$ cat src/rtl/dq_pkg.sv
// Package for the double-ended queue: sizes, command and status codes,
// beat payload structs and ring index helpers.
// Self-contained; used by double_ended_queue_top.
`timescale 1ns / 1ps

package dq_pkg;

    // Storage sizes.
    localparam int DEPTH     = 16;
    localparam int WORD_BITS = 32;
    localparam int IDX_BITS  = $clog2(DEPTH);
    localparam int CNT_BITS  = $clog2(DEPTH + 1);
    localparam int SUM_BITS  = CNT_BITS + 1;

    // Fixed field widths of the beats.
    localparam int CMD_BITS  = 3;
    localparam int DATA_BITS = 32;
    localparam int OCC_BITS  = 5;

    // Command codes; unused codes behave as a peek.
    localparam logic [CMD_BITS-1:0] CMD_PUSH_FRONT = 3'd0;
    localparam logic [CMD_BITS-1:0] CMD_PUSH_BACK  = 3'd1;
    localparam logic [CMD_BITS-1:0] CMD_POP_FRONT  = 3'd2;
    localparam logic [CMD_BITS-1:0] CMD_POP_BACK   = 3'd3;
    localparam logic [CMD_BITS-1:0] CMD_PEEK       = 3'd4;

    typedef enum logic [1:0] {
        ST_OK    = 2'd0,
        ST_EMPTY = 2'd1,
        ST_FULL  = 2'd2
    } status_t;

    typedef enum logic {
        S_IDLE = 1'b0,
        S_READ = 1'b1
    } state_t;

    typedef logic [IDX_BITS-1:0]  idx_t;
    typedef logic [CNT_BITS-1:0]  cnt_t;
    typedef logic [WORD_BITS-1:0] word_t;

    typedef struct packed {
        logic [CMD_BITS-1:0]         command;
        logic signed [DATA_BITS-1:0] value;
    } cmd_item_t;

    typedef struct packed {
        status_t                     status;
        logic signed [DATA_BITS-1:0] front_word;
        logic signed [DATA_BITS-1:0] back_word;
        logic [OCC_BITS-1:0]         occupancy;
        logic                        empty_flag;
    } rsp_item_t;

    // Ring position of base plus offset, where offset is at most DEPTH.
    function automatic idx_t ring_add(input idx_t base, input cnt_t offset);
        logic [SUM_BITS-1:0] sum;
        sum = SUM_BITS'(base) + SUM_BITS'(offset);
        if (sum >= SUM_BITS'(DEPTH))
        begin
            sum = sum - SUM_BITS'(DEPTH);
        end
        return IDX_BITS'(sum);
    endfunction

    // Ring position one step towards the front.
    function automatic idx_t ring_dec(input idx_t base);
        return (base == '0) ? IDX_BITS'(DEPTH - 1) : base - IDX_BITS'(1);
    endfunction

    // Ring position one step towards the back.
    function automatic idx_t ring_inc(input idx_t base);
        return (base == IDX_BITS'(DEPTH - 1)) ? '0 : base + IDX_BITS'(1);
    endfunction

    // Builds a response beat from the state after the step.
    function automatic rsp_item_t make_rsp(input status_t st, input word_t front,
                                           input word_t back, input cnt_t count);
        rsp_item_t r;
        r.status     = st;
        r.front_word = (count == '0) ? '0 : DATA_BITS'(front);
        r.back_word  = (count == '0) ? '0 : DATA_BITS'(back);
        r.occupancy  = OCC_BITS'(count);
        r.empty_flag = (count == '0);
        return r;
    endfunction

endpackage

$ cat src/rtl/dq_ram.sv
// Generic simple dual-port RAM: one write port, one read port, registered read.
// No dependencies.
`timescale 1ns / 1ps

module dq_ram #(
    parameter int WIDTH = 32,
    parameter int DEPTH = 16
) (
    input  logic                     clk,
    input  logic                     wr_en,
    input  logic [$clog2(DEPTH)-1:0] wr_addr,
    input  logic [WIDTH-1:0]         wr_data,
    input  logic                     rd_en,
    input  logic [$clog2(DEPTH)-1:0] rd_addr,
    output logic [WIDTH-1:0]         rd_data
);

    logic [WIDTH-1:0] mem [DEPTH];

    // Write port.
    always_ff @(posedge clk)
    begin
        if (wr_en)
        begin
            mem[wr_addr] <= wr_data;
        end
    end

    // Registered read port.
    always_ff @(posedge clk)
    begin
        if (rd_en)
        begin
            rd_data <= mem[rd_addr];
        end
    end

endmodule

$ cat src/rtl/double_ended_queue_top.sv
// Top level of the bounded double-ended queue: ring control, front and back
// word registers and the response register. Depends on dq_pkg and dq_ram.
//
//  channel | valid     | ready     | payload   | beat
//  --------+-----------+-----------+-----------+----------------------------
//  command | cmd_valid | cmd_ready | cmd_data  | one command (push/pop/peek)
//  result  | rsp_valid | rsp_ready | rsp_data  | one result per command
//
// Pushes, peeks, refused commands and pops that leave fewer than two words
// answer from the idle state; a pop that leaves two or more words also passes
// through the read state to fetch the new end word from the registered RAM.
// Reset clears the head index, the count and the handshake state; the RAM
// is not cleared, as only occupied entries are ever read.
// A command is taken while the last result is still waiting only if that
// result is taken in the same cycle; a stalled result holds the block.
`timescale 1ns / 1ps

module double_ended_queue_top (
    input  logic              clk,
    input  logic              rst_n,
    input  logic              cmd_valid,
    output logic              cmd_ready,
    input  dq_pkg::cmd_item_t cmd_data,
    output logic              rsp_valid,
    input  logic              rsp_ready,
    output dq_pkg::rsp_item_t rsp_data
);

    dq_pkg::state_t    state_reg, state_next;
    dq_pkg::idx_t      head_reg, head_next;
    dq_pkg::cnt_t      count_reg, count_next;
    dq_pkg::word_t     front_reg, front_next;
    dq_pkg::word_t     back_reg, back_next;
    logic              pend_front_reg, pend_front_next;
    logic              out_valid_reg, out_valid_next;
    dq_pkg::rsp_item_t out_data_reg, out_data_next;

    logic              wr_en;
    dq_pkg::idx_t      wr_addr;
    dq_pkg::word_t     wr_word;
    logic              rd_en;
    dq_pkg::idx_t      rd_addr;
    dq_pkg::word_t     rd_word;

    dq_pkg::status_t   status_v;
    logic              load_rsp;
    logic              is_full;
    logic              is_void;

    // Word store.
    dq_ram #(
        .WIDTH (dq_pkg::WORD_BITS),
        .DEPTH (dq_pkg::DEPTH)
    ) u_store (
        .clk     (clk),
        .wr_en   (wr_en),
        .wr_addr (wr_addr),
        .wr_data (wr_word),
        .rd_en   (rd_en),
        .rd_addr (rd_addr),
        .rd_data (rd_word)
    );

    assign is_full = (count_reg == dq_pkg::CNT_BITS'(dq_pkg::DEPTH));
    assign is_void = (count_reg == '0);
    assign wr_word = dq_pkg::WORD_BITS'($unsigned(cmd_data.value));

    // Control state registers.
    always_ff @(posedge clk or negedge rst_n)
    begin
        if (!rst_n)
        begin
            state_reg     <= dq_pkg::S_IDLE;
            head_reg      <= '0;
            count_reg     <= '0;
            out_valid_reg <= 1'b0;
        end
        else
        begin
            state_reg     <= state_next;
            head_reg      <= head_next;
            count_reg     <= count_next;
            out_valid_reg <= out_valid_next;
        end
    end

    // Payload registers.
    always_ff @(posedge clk)
    begin
        front_reg      <= front_next;
        back_reg       <= back_next;
        pend_front_reg <= pend_front_next;
        out_data_reg   <= out_data_next;
    end

    // Command decode, ring update and response build.
    always_comb
    begin
        state_next      = state_reg;
        head_next       = head_reg;
        count_next      = count_reg;
        front_next      = front_reg;
        back_next       = back_reg;
        pend_front_next = pend_front_reg;
        out_valid_next  = out_valid_reg && !rsp_ready;
        out_data_next   = out_data_reg;
        wr_en           = 1'b0;
        wr_addr         = head_reg;
        rd_en           = 1'b0;
        rd_addr         = head_reg;
        status_v        = dq_pkg::ST_OK;
        load_rsp        = 1'b0;
        cmd_ready       = (state_reg == dq_pkg::S_IDLE) && (!out_valid_reg || rsp_ready);

        case (state_reg)
            dq_pkg::S_IDLE:
            begin
                if (cmd_valid && cmd_ready)
                begin
                    case (cmd_data.command)
                        dq_pkg::CMD_PUSH_FRONT, dq_pkg::CMD_PUSH_BACK:
                        begin
                            load_rsp = 1'b1;
                            if (is_full)
                            begin
                                status_v = dq_pkg::ST_FULL;
                            end
                            else
                            begin
                                wr_en      = 1'b1;
                                count_next = count_reg + dq_pkg::CNT_BITS'(1);
                                if (cmd_data.command == dq_pkg::CMD_PUSH_FRONT)
                                begin
                                    head_next  = dq_pkg::ring_dec(head_reg);
                                    wr_addr    = head_next;
                                    front_next = wr_word;
                                    if (is_void)
                                    begin
                                        back_next = wr_word;
                                    end
                                end
                                else
                                begin
                                    wr_addr   = dq_pkg::ring_add(head_reg, count_reg);
                                    back_next = wr_word;
                                    if (is_void)
                                    begin
                                        front_next = wr_word;
                                    end
                                end
                            end
                        end
                        dq_pkg::CMD_POP_FRONT, dq_pkg::CMD_POP_BACK:
                        begin
                            if (is_void)
                            begin
                                status_v = dq_pkg::ST_EMPTY;
                                load_rsp = 1'b1;
                            end
                            else
                            begin
                                count_next = count_reg - dq_pkg::CNT_BITS'(1);
                                if (cmd_data.command == dq_pkg::CMD_POP_FRONT)
                                begin
                                    head_next = dq_pkg::ring_inc(head_reg);
                                end
                                if (count_reg == dq_pkg::CNT_BITS'(1))
                                begin
                                    load_rsp = 1'b1;
                                end
                                else if (count_reg == dq_pkg::CNT_BITS'(2))
                                begin
                                    // One word remains: both ends are that word.
                                    load_rsp = 1'b1;
                                    if (cmd_data.command == dq_pkg::CMD_POP_FRONT)
                                    begin
                                        front_next = back_reg;
                                    end
                                    else
                                    begin
                                        back_next = front_reg;
                                    end
                                end
                                else
                                begin
                                    // Fetch the new end word from the store.
                                    rd_en           = 1'b1;
                                    pend_front_next =
                                        (cmd_data.command == dq_pkg::CMD_POP_FRONT);
                                    if (cmd_data.command == dq_pkg::CMD_POP_FRONT)
                                    begin
                                        rd_addr = head_next;
                                    end
                                    else
                                    begin
                                        rd_addr = dq_pkg::ring_add(head_reg,
                                            count_reg - dq_pkg::CNT_BITS'(2));
                                    end
                                    state_next = dq_pkg::S_READ;
                                end
                            end
                        end
                        default:
                        begin
                            // Peek and unused codes.
                            load_rsp = 1'b1;
                            if (is_void)
                            begin
                                status_v = dq_pkg::ST_EMPTY;
                            end
                        end
                    endcase
                end
            end
            dq_pkg::S_READ:
            begin
                if (pend_front_reg)
                begin
                    front_next = rd_word;
                end
                else
                begin
                    back_next = rd_word;
                end
                load_rsp   = 1'b1;
                state_next = dq_pkg::S_IDLE;
            end
            default:
            begin
                state_next = dq_pkg::S_IDLE;
            end
        endcase

        if (load_rsp)
        begin
            out_valid_next = 1'b1;
            out_data_next  = dq_pkg::make_rsp(status_v, front_next, back_next, count_next);
        end
    end

    assign rsp_valid = out_valid_reg;
    assign rsp_data  = out_data_reg;

    // The count never exceeds the ring size.
    a_count_bound: assert property (@(posedge clk) disable iff (!rst_n)
        count_reg <= dq_pkg::CNT_BITS'(dq_pkg::DEPTH))
        else $error("queue count beyond ring size");

    // A fetch is only outstanding while the response register is free.
    a_read_free: assert property (@(posedge clk) disable iff (!rst_n)
        (state_reg == dq_pkg::S_READ) |-> !out_valid_reg)
        else $error("fetch pending while a response is held");

    // A fetch completes in the next cycle and yields a response.
    a_read_done: assert property (@(posedge clk) disable iff (!rst_n)
        (state_reg == dq_pkg::S_READ) |=> (state_reg == dq_pkg::S_IDLE) && out_valid_reg)
        else $error("fetch did not complete");

    // The store is never written and read in the same cycle.
    a_port_excl: assert property (@(posedge clk) disable iff (!rst_n)
        !(wr_en && rd_en))
        else $error("store written and read together");

    // A held response agrees with itself on emptiness.
    a_rsp_empty: assert property (@(posedge clk) disable iff (!rst_n)
        out_valid_reg |-> (out_data_reg.empty_flag == (out_data_reg.occupancy == '0)))
        else $error("empty flag disagrees with occupancy");

endmodule
$ cat config.mk
export PLATFORM = sky130hd
export DESIGN_NAME = double_ended_queue_top
export DESIGN_NICKNAME = d
export VERILOG_FILES = /design/src/rtl/dq_pkg.sv /design/src/rtl/dq_ram.sv /design/src/rtl/double_ended_queue_top.sv
export SDC_FILE = /design/constraint.sdc
export NUM_CORES = 1
export LEC_CHECK = 0
export BUFFER_PORTS_ARGS = -buffer_cell sky130_fd_sc_hd__buf_4
export CORE_ASPECT_RATIO = 1.75
export CORE_UTILIZATION = 65
export DETAILED_ROUTE_END_ITERATION = 7
export GPL_ROUTABILITY_DRIVEN = 0
export PLACE_DENSITY = 0.85
export SETUP_SLACK_MARGIN = 0.4
export SLEW_MARGIN = 20
export SYNTH_ARGS = -nofsm -noshare
export SYNTH_HDL_FRONTEND = slang
export SYNTH_SLANG_ARGS = --single-unit
$ cat constraint.sdc
create_clock -name clk -period 8.2 [get_ports clk]
set_clock_uncertainty 0.05 [all_clocks]
set_input_delay 0.41 -clock clk [delete_from_list [all_inputs] [get_ports clk]]
set_output_delay 0.41 -clock clk [all_outputs]
set_load 0.05 [all_outputs]
* After elaboration in Yosys (flattened, before gate mapping)
Memory sizes are Yosys's and may differ from the RTL's. A register that Yosys moved wholly into a read port is not among the register bits.
Cells that the tools add are included.
** Storage, ports and cells
- Flip-flop bits (word level) :: 148
- RAM bits :: 512
- Word-level logic and storage cells :: 125
- Memories kept :: 1
** Memory list
- u_store.mem :: depth 16, width 32, rd ports 1, clocked after memory_dff 1, wr ports 1, line dq_ram.sv:18 : logic [WIDTH-1:0] mem [DEPTH];
** Cells by class
- Add/sub/neg operators :: 9
- Magnitude comparators :: 2
- Eq/ne operators :: 10
- Muxes and demuxes :: 70
- Bitwise operators :: 5
- Reduce and logical (&&, ||, !) cells :: 16
** Operator list (count)
- 32-bit two-way mux :: 17
- 32-bit case mux with 2 select lines :: 4
- 4-bit two-way mux :: 20
- 5-bit two-way mux :: 4
- 1-bit two-way mux :: 19
- 4-bit by 5-bit adder with 6-bit output :: 2
- 6-bit by 5-bit greater-or-equal comparator with 1-bit output, second input constant :: 2
- 6-bit AND reduction :: 2
- 4-bit by 1-bit subtractor with 4-bit output, second input constant :: 3
- 5-bit zero test :: 2
- 5-bit case mux with 2 select lines :: 1
- 4-bit case mux with 2 select lines :: 1
- 3-bit by 2-bit equality test with 1-bit output, second input constant :: 2
- 2-bit != test, second input constant :: 3
- 2-bit OR reduction :: 3
- 5-bit by 1-bit adder with 5-bit output, second input constant :: 1
- 5-bit by 1-bit equality test with 1-bit output, second input constant :: 1
- 5-bit by 2-bit equality test with 1-bit output, second input constant :: 1
- 5-bit equality test, second input constant :: 1
- 1-bit inverter :: 5
- 5-bit by 1-bit subtractor with 5-bit output, second input constant :: 1
- 5-bit by 2-bit subtractor with 5-bit output, second input constant :: 1
- 4-bit by 1-bit adder with 4-bit output, second input constant :: 1
- 4-bit equality test, second input constant :: 1
- 9 further kinds :: 14

* Depth between registers and ports, before layout
Gate-level depths: netlist of run 1.
- Depth after elaboration :: 11
- Gate-level depth with buffers :: 15
- Depth with buffers taken out :: 11

* By module
From an unflattened synthesis of run 1, not the netlist that was laid out.
** Second synthesis, totals
- Cells, all modules :: 1790
- Area total of the unflattened synthesis :: 29230.5 um^2
** By module, submodules not included
- dq_ram :: times used 1, cells each 838, area each 20155.6 um^2
- double_ended_queue_top :: times used 1, cells each 952, area each 9075.0 um^2

* Worst setup path after synthesis of run 1
OpenSTA, ideal clock, no wires.
- Path kind :: register -> register
- Start point :: reg count_reg[1]
- End point :: mem u_store.mem[4][0] (enable)
- Setup time :: 0.421 ns
- Arrival :: 3.395 ns
- Setup slack :: 4.334 ns
- Stages on the path, launching flop included :: 10
- Path buffers :: 1
- Clock period less this slack :: 3.866 ns
- Path through :: dfrtp_1 -> inv_1 -> ha_1 -> and4bb_2 -> nand2b_1 -> nor2_1 -> clkbuf_1 -> and2_1 -> o21ai_0 -> nor2_1
** On the way
- Word-level cells in the longest chain between the ends :: 8
- Elaborated cells on any way between the ends :: 16
- Classes of those cells :: 2 x add/sub; 1 x order compare; 1 x eq/ne; 12 x mux
** Ends and longest elaborated chain
- start: declaration :: line double_ended_queue_top.sv:31 : dq_pkg::cnt_t count_reg, count_next;
- start signal: assignment :: line double_ended_queue_top.sv:82 : count_reg <= count_next;
- 4-bit by 5-bit adder with 6-bit output :: line dq_pkg.sv:58 : sum = SUM_BITS'(base) + SUM_BITS'(offset);
- 6-bit by 5-bit greater-or-equal comparator with 1-bit output or 4-bit by 1-bit subtractor with 4-bit output (tied branches) :: line dq_pkg.sv:59, dq_pkg.sv:61
- 4-bit two-way mux :: line dq_pkg.sv:59 : if (sum >= SUM_BITS'(DEPTH))
- 4-bit two-way mux :: line double_ended_queue_top.sv:132 : if (cmd_data.command == dq_pkg::CMD_PUSH_FRONT)
- 4-bit two-way mux :: line double_ended_queue_top.sv:124 : if (is_full)
- 4-bit two-way mux :: line double_ended_queue_top.sv:120 : case (cmd_data.command)
- 4-bit two-way mux :: line double_ended_queue_top.sv:118 : if (cmd_valid && cmd_ready)
- 4-bit two-way mux :: line double_ended_queue_top.sv:115 : case (state_reg)
- end: declaration :: line dq_ram.sv:18
Parallel ways exist; a longest one is shown, timed or not.

* Worst setup path in the final report of run 1
- Start point :: reg count_reg[1]
- End point :: reg u_store.rd_data[24] (read register of u_store.mem), data pin
** On the way
- Word-level cells in the longest chain between the ends :: 11
- Elaborated cells on any way between the ends :: 21
- Classes of those cells :: 3 x add/sub; 1 x order compare; 2 x eq/ne; 14 x mux; 1 x reduce/logical
** Ends and longest elaborated chain
- 5-bit by 2-bit subtractor with 5-bit output :: line double_ended_queue_top.sv:197 : count_reg - dq_pkg::CNT_BITS'(2));
- 4-bit by 5-bit adder with 6-bit output :: line dq_pkg.sv:58
- 6-bit by 5-bit greater-or-equal comparator with 1-bit output or 4-bit by 1-bit subtractor with 4-bit output (tied branches) :: line dq_pkg.sv:59, dq_pkg.sv:61
- 4-bit two-way mux :: line dq_pkg.sv:59
- 4-bit two-way mux :: line double_ended_queue_top.sv:190 : if (cmd_data.command == dq_pkg::CMD_POP_FRONT)
- 4-bit two-way mux :: line double_ended_queue_top.sv:171 : else if (count_reg == dq_pkg::CNT_BITS'(2))
- 4-bit two-way mux :: line double_ended_queue_top.sv:167 : if (count_reg == dq_pkg::CNT_BITS'(1))
- 4-bit two-way mux :: line double_ended_queue_top.sv:155 : if (is_void)
- 4-bit two-way mux :: line double_ended_queue_top.sv:120
- 4-bit two-way mux :: line double_ended_queue_top.sv:118
- 4-bit two-way mux :: line double_ended_queue_top.sv:115
- end: declaration :: line dq_ram.sv:15 : output logic [WIDTH-1:0] rd_data
Parallel ways exist; a longest one is shown, timed or not.
A chain may end at the register's enable or synchronous reset.

==> results.md, run 1 <==
- Run status: finished clean
- Leak pwr: 10.91 nW
- Initial antenna violation count: 0
- Clock tree root driver cell: sky130_fd_sc_hd__clkbuf_16
- Count of flip-flops with a built-in enable after synthesis: 617
- Total congestion overflow: 0
- Count of max-cap constraint violations: 0
- Cell area after placement: 30,460 um2
- Horizontal die dimension: 161.7 um
- Startpoint type of the worst setup path: register
- Register bit count reported by yosys: 692
- Antenna Cells: 0
- Syn. warnings: 0
- Count of input and output buffers: between 100 and 150
- Largest net degree at the start of global routing: 121
- Layout Cell Area excl Fill: 32,480 um2
- DPL Wire Length: 37,730 um
- Synthesis-to-finish area growth: 11.91%
- Syn Std Cell Area: slightly below 30,000 um2
- Number of different library cells in the post-synthesis netlist: 60
- Routed WL per cell: 29.20 um
- Cell accounting for the most synthesized area: sky130_fd_sc_hd__edfxtp_1
- Clock insertion delay at the later pin of the skew report: around 600 ps
- Clock slew seen by the registers of the worst setup and hold paths: around 70 ps
- Detailed-route DRC error count: 0
- Path category of the worst min-delay check: input port to register
- Overall die height: 281.6 um
- Core region area: 44,160 um2
- Share of final-layout standard cells stronger than drive strength 1: ~24%
- Clock period minus final worst setup slack: 4788 ps
- Number of resized instances in the post-cts repair step: 0
- Starting utilization of the core area: 65.74%
- Part of the total power dissipated in sequential elements: between 40% and 50%
- Num CTS Buffers: 55
- Fmax: 208.8 MHz
- Register name with the most flops: u_store.mem
- Share of the synthesized area in the top cell type: between 60% and 70%
- Syn_area_per_cell: approximately 16 um2
- Slew Viols, Final: 0
- Share of flip-flops with an asynchronous set or reset after synthesis: between 1.5 and 2%
- Syn Nets: 1,837
- Antenna viol nets, final: 0
- Core Rows: ~100
- Gate count after technology mapping: 1,781
- Iteration-0 DRC Markers: approximately 2,200
- Slowest-stage cell, CP: sky130_fd_sc_hd__buf_4
- Level count of the clock H-tree: 2
- Routed Wire Length: 72,420 um
- Total via count after detailed routing: 17,620
- Sum of negative setup slack: 0 ps
- Slew at the pin closest to its max-slew limit: 1159 ps
- Switching fraction of total power: 35.16%
- Net switching component of the power: 4.205 mW
- RSZ-0062 raised after global routing: no
- IO Count: 113
- Setup-failing EPs final: 0
- Combinational power share: 35.7%
- Worst Setup End Kind: register
- Post-placement worst setup slack: 3212 ps
- Seq/Total Area, Yosys: a little under 70%
- Area taken by multi-input logic gates: 8477 um2
- Number of global-route vias before repair: 17,600
- Die ar.: approximately 46,000 um2
- Number of vias per cell: 7.104
- Number of hold-slack violations in the final timing report: 0
- Flip-flop count of the largest register, all copies and words added: 512
- Worst Setup Path Type: register to register
- Final clock period utilization by the worst path: 58.40%
- Overall track demand over capacity in global routing: ~33%
- Clock tree sinks: 692
- First drt pass iteration count: 8
- Data required time at the worst endpoint: about 8500 ps
- Wire length of the first global-routing pass: roughly 110,000 um
- Post-synth top flop: sky130_fd_sc_hd__edfxtp_1
- Worst slew margin relative to its limit: 22.52%
- Power density over cell area: 368.2 nW/um2
- Delay of the slowest cell on the worst path: 930 ps
- Maximum buffer depth of the clock tree: 3
- Internal: just under 8 mW
- Ranking of synthesized cells by area: sky130_fd_sc_hd__edfxtp_1, sky130_fd_sc_hd__mux4_2, sky130_fd_sc_hd__dfxtp_1, sky130_fd_sc_hd__mux2i_1, sky130_fd_sc_hd__o221a_2
- Largest fanout on the critical path: 69
- Clock power share: 24.3%
- Layout fillers: about 2,500
- Crit path DAT: 5090 ps
- Area occupied by registers: between 20,000 and 25,000 um2
- TritonCTS clock tree: yes
- Final worst-path setup slack: 3412 ps
- Final layout net count: 1,918
- Ordered list of cells on the worst path: inv_1, ha_1, nor3_1, o2111ai_4, inv_2, mux2i_4, buf_4, mux4_2, a22oi_1, nand2_1
- Worst IR Drop VDD: around 0.00033 V
==> final timing paths <==
kind	slack (ps)	cells past startpoint	end	start
max reg2reg	3410	10	u_store.rd_data[24]	count_reg[1]
min reg2reg	590	2	front_reg[6]	front_reg[6]
max	3410	10	u_store.rd_data[24]	count_reg[1]
min in group asynchronous	140	2	state_reg	rst_n
max in group asynchronous	7770	2	state_reg	rst_n
min	40	3	rsp_valid	cmd_valid
==> synthesized netlist by cell type, types with 2 or more instances <==
cell type / count
sky130_fd_sc_hd__nor4b_1: 4
sky130_fd_sc_hd__a21o_1: 6
sky130_fd_sc_hd__nor3_1: 41
sky130_fd_sc_hd__o22ai_1: 4
sky130_fd_sc_hd__inv_2: 2
sky130_fd_sc_hd__inv_1: 14
sky130_fd_sc_hd__a22oi_1: 67
sky130_fd_sc_hd__nor2b_1: 4
sky130_fd_sc_hd__a22o_1: 2
sky130_fd_sc_hd__nor3b_1: 3
sky130_fd_sc_hd__fa_1: 2
sky130_fd_sc_hd__buf_6: 5
sky130_fd_sc_hd__a21oi_1: 79
sky130_fd_sc_hd__buf_2: 40
sky130_fd_sc_hd__edfxtp_1: 617
sky130_fd_sc_hd__mux4_2: 120
sky130_fd_sc_hd__ha_1: 15
sky130_fd_sc_hd__dfrtp_1: 11
sky130_fd_sc_hd__dfxtp_1: 64
sky130_fd_sc_hd__o311ai_0: 2
sky130_fd_sc_hd__nor2_1: 124
sky130_fd_sc_hd__o32ai_1: 2
sky130_fd_sc_hd__nand3_1: 6
sky130_fd_sc_hd__xnor2_1: 6
sky130_fd_sc_hd__o21ai_0: 50
sky130_fd_sc_hd__mux2i_1: 89
sky130_fd_sc_hd__buf_1: 2
sky130_fd_sc_hd__xor2_1: 4
sky130_fd_sc_hd__o221a_2: 64
sky130_fd_sc_hd__buf_4: 7
sky130_fd_sc_hd__nand3b_1: 34
sky130_fd_sc_hd__o31ai_1: 2
sky130_fd_sc_hd__a211oi_1: 64
sky130_fd_sc_hd__nand2b_1: 4
sky130_fd_sc_hd__a31oi_1: 3
sky130_fd_sc_hd__o21bai_1: 32
sky130_fd_sc_hd__clkbuf_1: 71
sky130_fd_sc_hd__and2_1: 5
sky130_fd_sc_hd__nand2_1: 89
==> layout make-up <==
cell class | count | share of cell area (%)
multi-input cells | 948 | 26.10
flip-flops and latches | 692 | 61.84
well taps | 572 | 2.203
clock buffers | 66 | 4.753
repair buffers | 149 | 3.563
inverters | 16 | 0.1849
clock inverters | 37 | 1.360
==> critical path: cells and delay by family (launching register included) <==
| family | cells | cell delay [ps] |
|---|---|---|
| DFF | 1 | 500 |
| AOI/OAI and AO/OA | 2 | 490 |
| and+or+nand+nor | 2 | 470 |
| buffers and inverters | 3 | 1360 |
| adders and majority gates | 1 | 320 |
| muxes | 2 | 1270 |
==> cells by family (layout without fill, tap and decap cells) <==
group / Yosys count / after routing / synth area share [%]
xor gates and xnor gates: 10 / 10 / 0.3017
and+or+nand+nor: 324 / 324 / 5.224
DFF: 692 / 692 / 69.19
muxes: 211 / 211 / 12.50
buffers and inverters: 141 / 268 / 2.216
AOI/OAI and AO/OA: 386 / 386 / 9.789
adders and majority gates: 17 / 17 / 0.7845
==> stage by stage <==
stage | hold slack, ps | total power, mW | cells | util, %
after floorplan | 64.41 | 7.931 | 1781 | -
after global placement | 219.3 | 8.831 | 2375 | 68.97
after detailed placement | 221.0 | 8.996 | 2375 | 68.97
after CTS | 24.28 | 11.94 | 2479 | 73.49
after global routing | 55.84 | 12.44 | 2480 | 73.56
final | 36.04 | 11.96 | 2480 | 73.56
==> metal layers <==
metal  vias up  global-route usage, %  part of all wire, %
li1       7331                      -                    -
met1      8704                  42.49                   35
met2      1309                  53.35                   50
met3       275                  4.840                   10
met4         0                  16.98                  5.3
met5         -                      0                    0
==> power groups by stage <==
| stage | clock network [mW] | logic (mW) | registers, mW |
|---|---|---|---|
| final | 2.90 | 4.27 | 4.79 |
| after global routing | 3.04 | 4.57 | 4.83 |
| after CTS | 2.92 | 4.25 | 4.77 |
| after detailed placement | 0 | 4.16 | 4.84 |
| after global placement | 0 | 4.03 | 4.80 |
| after floorplan | 0 | 2.73 | 5.20 |
==> layout by cell type, fill, tap and decap left out, types with 60 or more instances in the layout <==
cell	count
sky130_fd_sc_hd__edfxtp_1	617
sky130_fd_sc_hd__buf_4	145
sky130_fd_sc_hd__mux4_2	120
sky130_fd_sc_hd__nor2_1	108
sky130_fd_sc_hd__nand2_1	89
sky130_fd_sc_hd__mux2i_1	89
sky130_fd_sc_hd__a21oi_1	74
sky130_fd_sc_hd__a22oi_1	67
sky130_fd_sc_hd__o221a_2	64
sky130_fd_sc_hd__a211oi_1	64
sky130_fd_sc_hd__dfxtp_1	64
sky130_fd_sc_hd__clkbuf_16	60
==> repair_timing <==
action                                  CTS  global route
endpoints found under the hold margin    11             0
buffers inserted                          0             0
endpoints found under the setup margin    0             0
hold buffers                              1             0
Power figures use the tool's default switching activity.
==> inputs of run 2 (changes only) <==
--- a/config.mk
+++ b/config.mk
@@ -7,10 +7,10 @@
 export LEC_CHECK = 0
 export BUFFER_PORTS_ARGS = -buffer_cell sky130_fd_sc_hd__buf_4
 export CORE_ASPECT_RATIO = 1.75
-export CORE_UTILIZATION = 65
+export CORE_UTILIZATION = 56
 export DETAILED_ROUTE_END_ITERATION = 7
 export GPL_ROUTABILITY_DRIVEN = 0
-export PLACE_DENSITY = 0.85
+export PLACE_DENSITY = 0.78
 export SETUP_SLACK_MARGIN = 0.4
 export SLEW_MARGIN = 20
 export SYNTH_ARGS = -nofsm -noshare
==> constraint.sdc (replaced) <==
create_clock -name clk -period 4.4 [get_ports clk]
set_clock_uncertainty 0.05 [all_clocks]
set_input_delay 0.22 -clock clk [delete_from_list [all_inputs] [get_ports clk]]
set_output_delay 0.22 -clock clk [all_outputs]
set_load 0.05 [all_outputs]
==> results.md, run 2 (synthesis gave the netlist of run 1 again) <==
- IO Count: 113 (unchanged)
- Power density over cell area: 662.6 nW/um2 (+80%)
- Synthesis-to-finish area growth: 14.54%
- Maximum buffer depth of the clock tree: 3 (unchanged)
- Post-placement worst setup slack: 435.1 ps (-2777 ps)
- Run status: finished clean
- Antenna viol nets, final: 0 (unchanged)
- Sum of negative setup slack: 0 ps (unchanged)
- Die ar.: 52,790 um2 (+16%)
- Endpoint of the worst setup timing path: u_store.mem[14][9]
- Fmax: 265.1 MHz (+27%)
- Startpoint type of the worst setup path: register
- Ordered list of cells on the worst path: inv_1, ha_1, and4bb_2, nand2b_1, nor2_4, o21ai_0, a22o_1, nand3_1, nor2_4, buf_4
- Flip-flop count of the largest register, all copies and words added: 512 (unchanged)
- Clock period minus final worst setup slack: 3773 ps (-1016 ps)
- Number of vias per cell: 6.513 (-8.3%)
- Final worst-path setup slack: 627.2 ps (-2784 ps)
- Crit path DAT: 4030 ps (-1060 ps)
- First drt pass iteration count: 6 (-2)
- Share of final-layout standard cells stronger than drive strength 1: 24.59% (+0.38 points)
- Count of max-cap constraint violations: 0 (unchanged)
- Slowest-stage cell, CP: sky130_fd_sc_hd__nor2_4
- Family of cells with the greatest summed delay on the critical path: simple AND/OR/NAND/NOR gates
- Worst Setup Path Type: register to register
- Iteration-0 DRC Markers: 2,067 (-7.5%)
- Overall track demand over capacity in global routing: 26.07% (-6.4 points)
- Routed WL per cell: 25.71 um (-12%)
- Routed Wire Length: 68,020 um (-6.1%)
- Number of gates on the worst path with buffers counted: 10 (unchanged)
- Starting utilization of the core area: 56.54% (-9.2 points)
- Wire length of the first global-routing pass: 103,400 um (-4.6%)
- TritonCTS clock tree: yes
- Number of hold-slack violations in the final timing report: 0 (unchanged)
- Slew at the pin closest to its max-slew limit: 996.0 ps (-163.5 ps)
- Slew Viols, Final: 0 (unchanged)
- Total via count after detailed routing: 17,230 (-2.2%)
- Detailed-route DRC error count: 0 (unchanged)
- Data required time at the worst endpoint: 4660 ps (-3840 ps)
- Layout fillers: 3,359 (+35%)
- Path category of the worst min-delay check: input port to register
- Number of global-route vias before repair: 17,450 (-0.86%)
- Overall die height: 303.2 um (+7.7%)
- Worst slew margin relative to its limit: 33.53% (+11 points)
- Worst Setup End Kind: register
- Count of input and output buffers: 112 (unchanged)
- End of the worst register-to-register path: u_store.mem[14][9]
- Core region area: 51,340 um2 (+16%)
- Most prevalent standard cell on the critical path: sky130_fd_sc_hd__nor2_4
- Worst IR Drop VDD: 0.0004164 V (+26%)
- Largest fanout on the critical path: 20 (-71%)
- Clock slew seen by the registers of the worst setup and hold paths: 70 ps (about the same)
- Clock insertion delay at the later pin of the skew report: 630 ps (+30 ps)
- Core Rows: 110 (+7.8%)
- Clock tree root driver cell: sky130_fd_sc_hd__clkbuf_16
- Register name with the most flops: u_store.mem
- Setup-failing EPs final: 0 (unchanged)
- Num CTS Buffers: 54 (-1.8%)
- Largest net degree at the start of global routing: 99 (-18%)
- Worst setup slack for register-to-register paths: 630 ps (-2780 ps)
- RSZ-0062 raised after global routing: no
- Final layout net count: 1,982 (+3.3%)
- Cells on worst reg2reg path: 10 (unchanged)
- DPL Wire Length: 41,000 um (+8.7%)
- Worst R2R Start: count_reg[1]
- Initial antenna violation count: 4 (+4)
- Level count of the clock H-tree: 2 (unchanged)
- Final clock period utilization by the worst path: 85.75% (+27 points)
- Delay of the slowest cell on the worst path: 760 ps (-170 ps)
- Horizontal die dimension: 174.1 um (+7.6%)
- Start point of the critical path: count_reg[1]
- Leak pwr: 11.18 nW (+2.5%)
- Commonest cells after routing, fill and taps aside: sky130_fd_sc_hd__edfxtp_1, sky130_fd_sc_hd__buf_4, sky130_fd_sc_hd__mux4_2
- Most common library cell in the layout ignoring fill and taps: sky130_fd_sc_hd__edfxtp_1
- Total congestion overflow: 0 (unchanged)
- Clock tree sinks: 692 (unchanged)
- Count of buffering cells on the critical path with inverters included: 2 (-1)
==> run 2: changes by cell type in the layout (fill, tap and decap cells not counted), sizes merged <==
cell,previous run,this run
buf,148,177
clkinv,20,25
clkbuf,66,62
bufinv,9,6
dlygate4sd3,1,37
diode,0,2
inv,18,19
==> run 2: worst min-delay path by stage <==
stage / start / end / slack (ps) / cells past startpoint
floorplan: rst_n / count_reg[0] / -130 / 0
global placement: rst_n / rsp_valid / 30 / 1
detailed placement: rst_n / rsp_valid / 30 / 1
CTS: cmd_data[34] / count_reg[4] / 50 / 3
global route: cmd_data[34] / count_reg[4] / 70 / 3
finish: cmd_data[34] / count_reg[4] / 100 / 3
==> run 2: per-layer routing <==
layer	wire, um	track usage [%]
met3	4493	3.023
met5	10	0
met1	24810	31.85
met4	2594	11.32
met2	36110	46.86
==> run 2: final cells by class <==
type	instances	area, um2	area share, %
flip-flops and latches	692	20090	60.42
inverters	16	60.06	0.1806
clock buffers	62	1411	4.245
repair buffers	214	1957	5.886
diodes	2	5.005	0.01505
well taps	672	840.8	2.529
multi-input cells	948	8482	25.51
clock inverters	40	404.1	1.216
==> run 2: metrics by stage <==
stage	util (%)	total power [mW]	cell area (um2)	hold WS [ps]	std cells
after floorplan	-	14.78	29030	-125.6	1781
after global placement	60.38	16.71	30990	29.73	2502
after CTS	64.63	22.04	33180	49.72	2641
after global routing	64.76	23.00	33250	74.99	2645
after detailed placement	60.38	16.99	30990	27.52	2502
final	64.76	22.03	33250	98.77	2646
==> run 2: tightest hold or removal path, stage by stage <==
cell	delay, ps
sky130_fd_sc_hd__buf_4	130
sky130_fd_sc_hd__nor3b_1	100
sky130_fd_sc_hd__a22o_1	260
==> run 2: where the power goes <==
| part | switching (mW) | leakage [nW] | total (mW) | internal (mW) |
|---|---|---|---|---|
| clock network | 2.32 | 0.880 | 5.01 | 2.68 |
| registers | 0.601 | 6.27 | 8.85 | 8.25 |
| logic | 4.75 | 4.02 | 8.17 | 3.41 |
==> run 2: timing repair <==
action | in CTS | in global routing
endpoints found under the hold margin | 526 | 0
endpoints found under the setup margin | 1 | 297
resized for setup | 0 | 4
pin swaps | 0 | 1
setup buffers | 0 | 3
hold buffers | 37 | 0
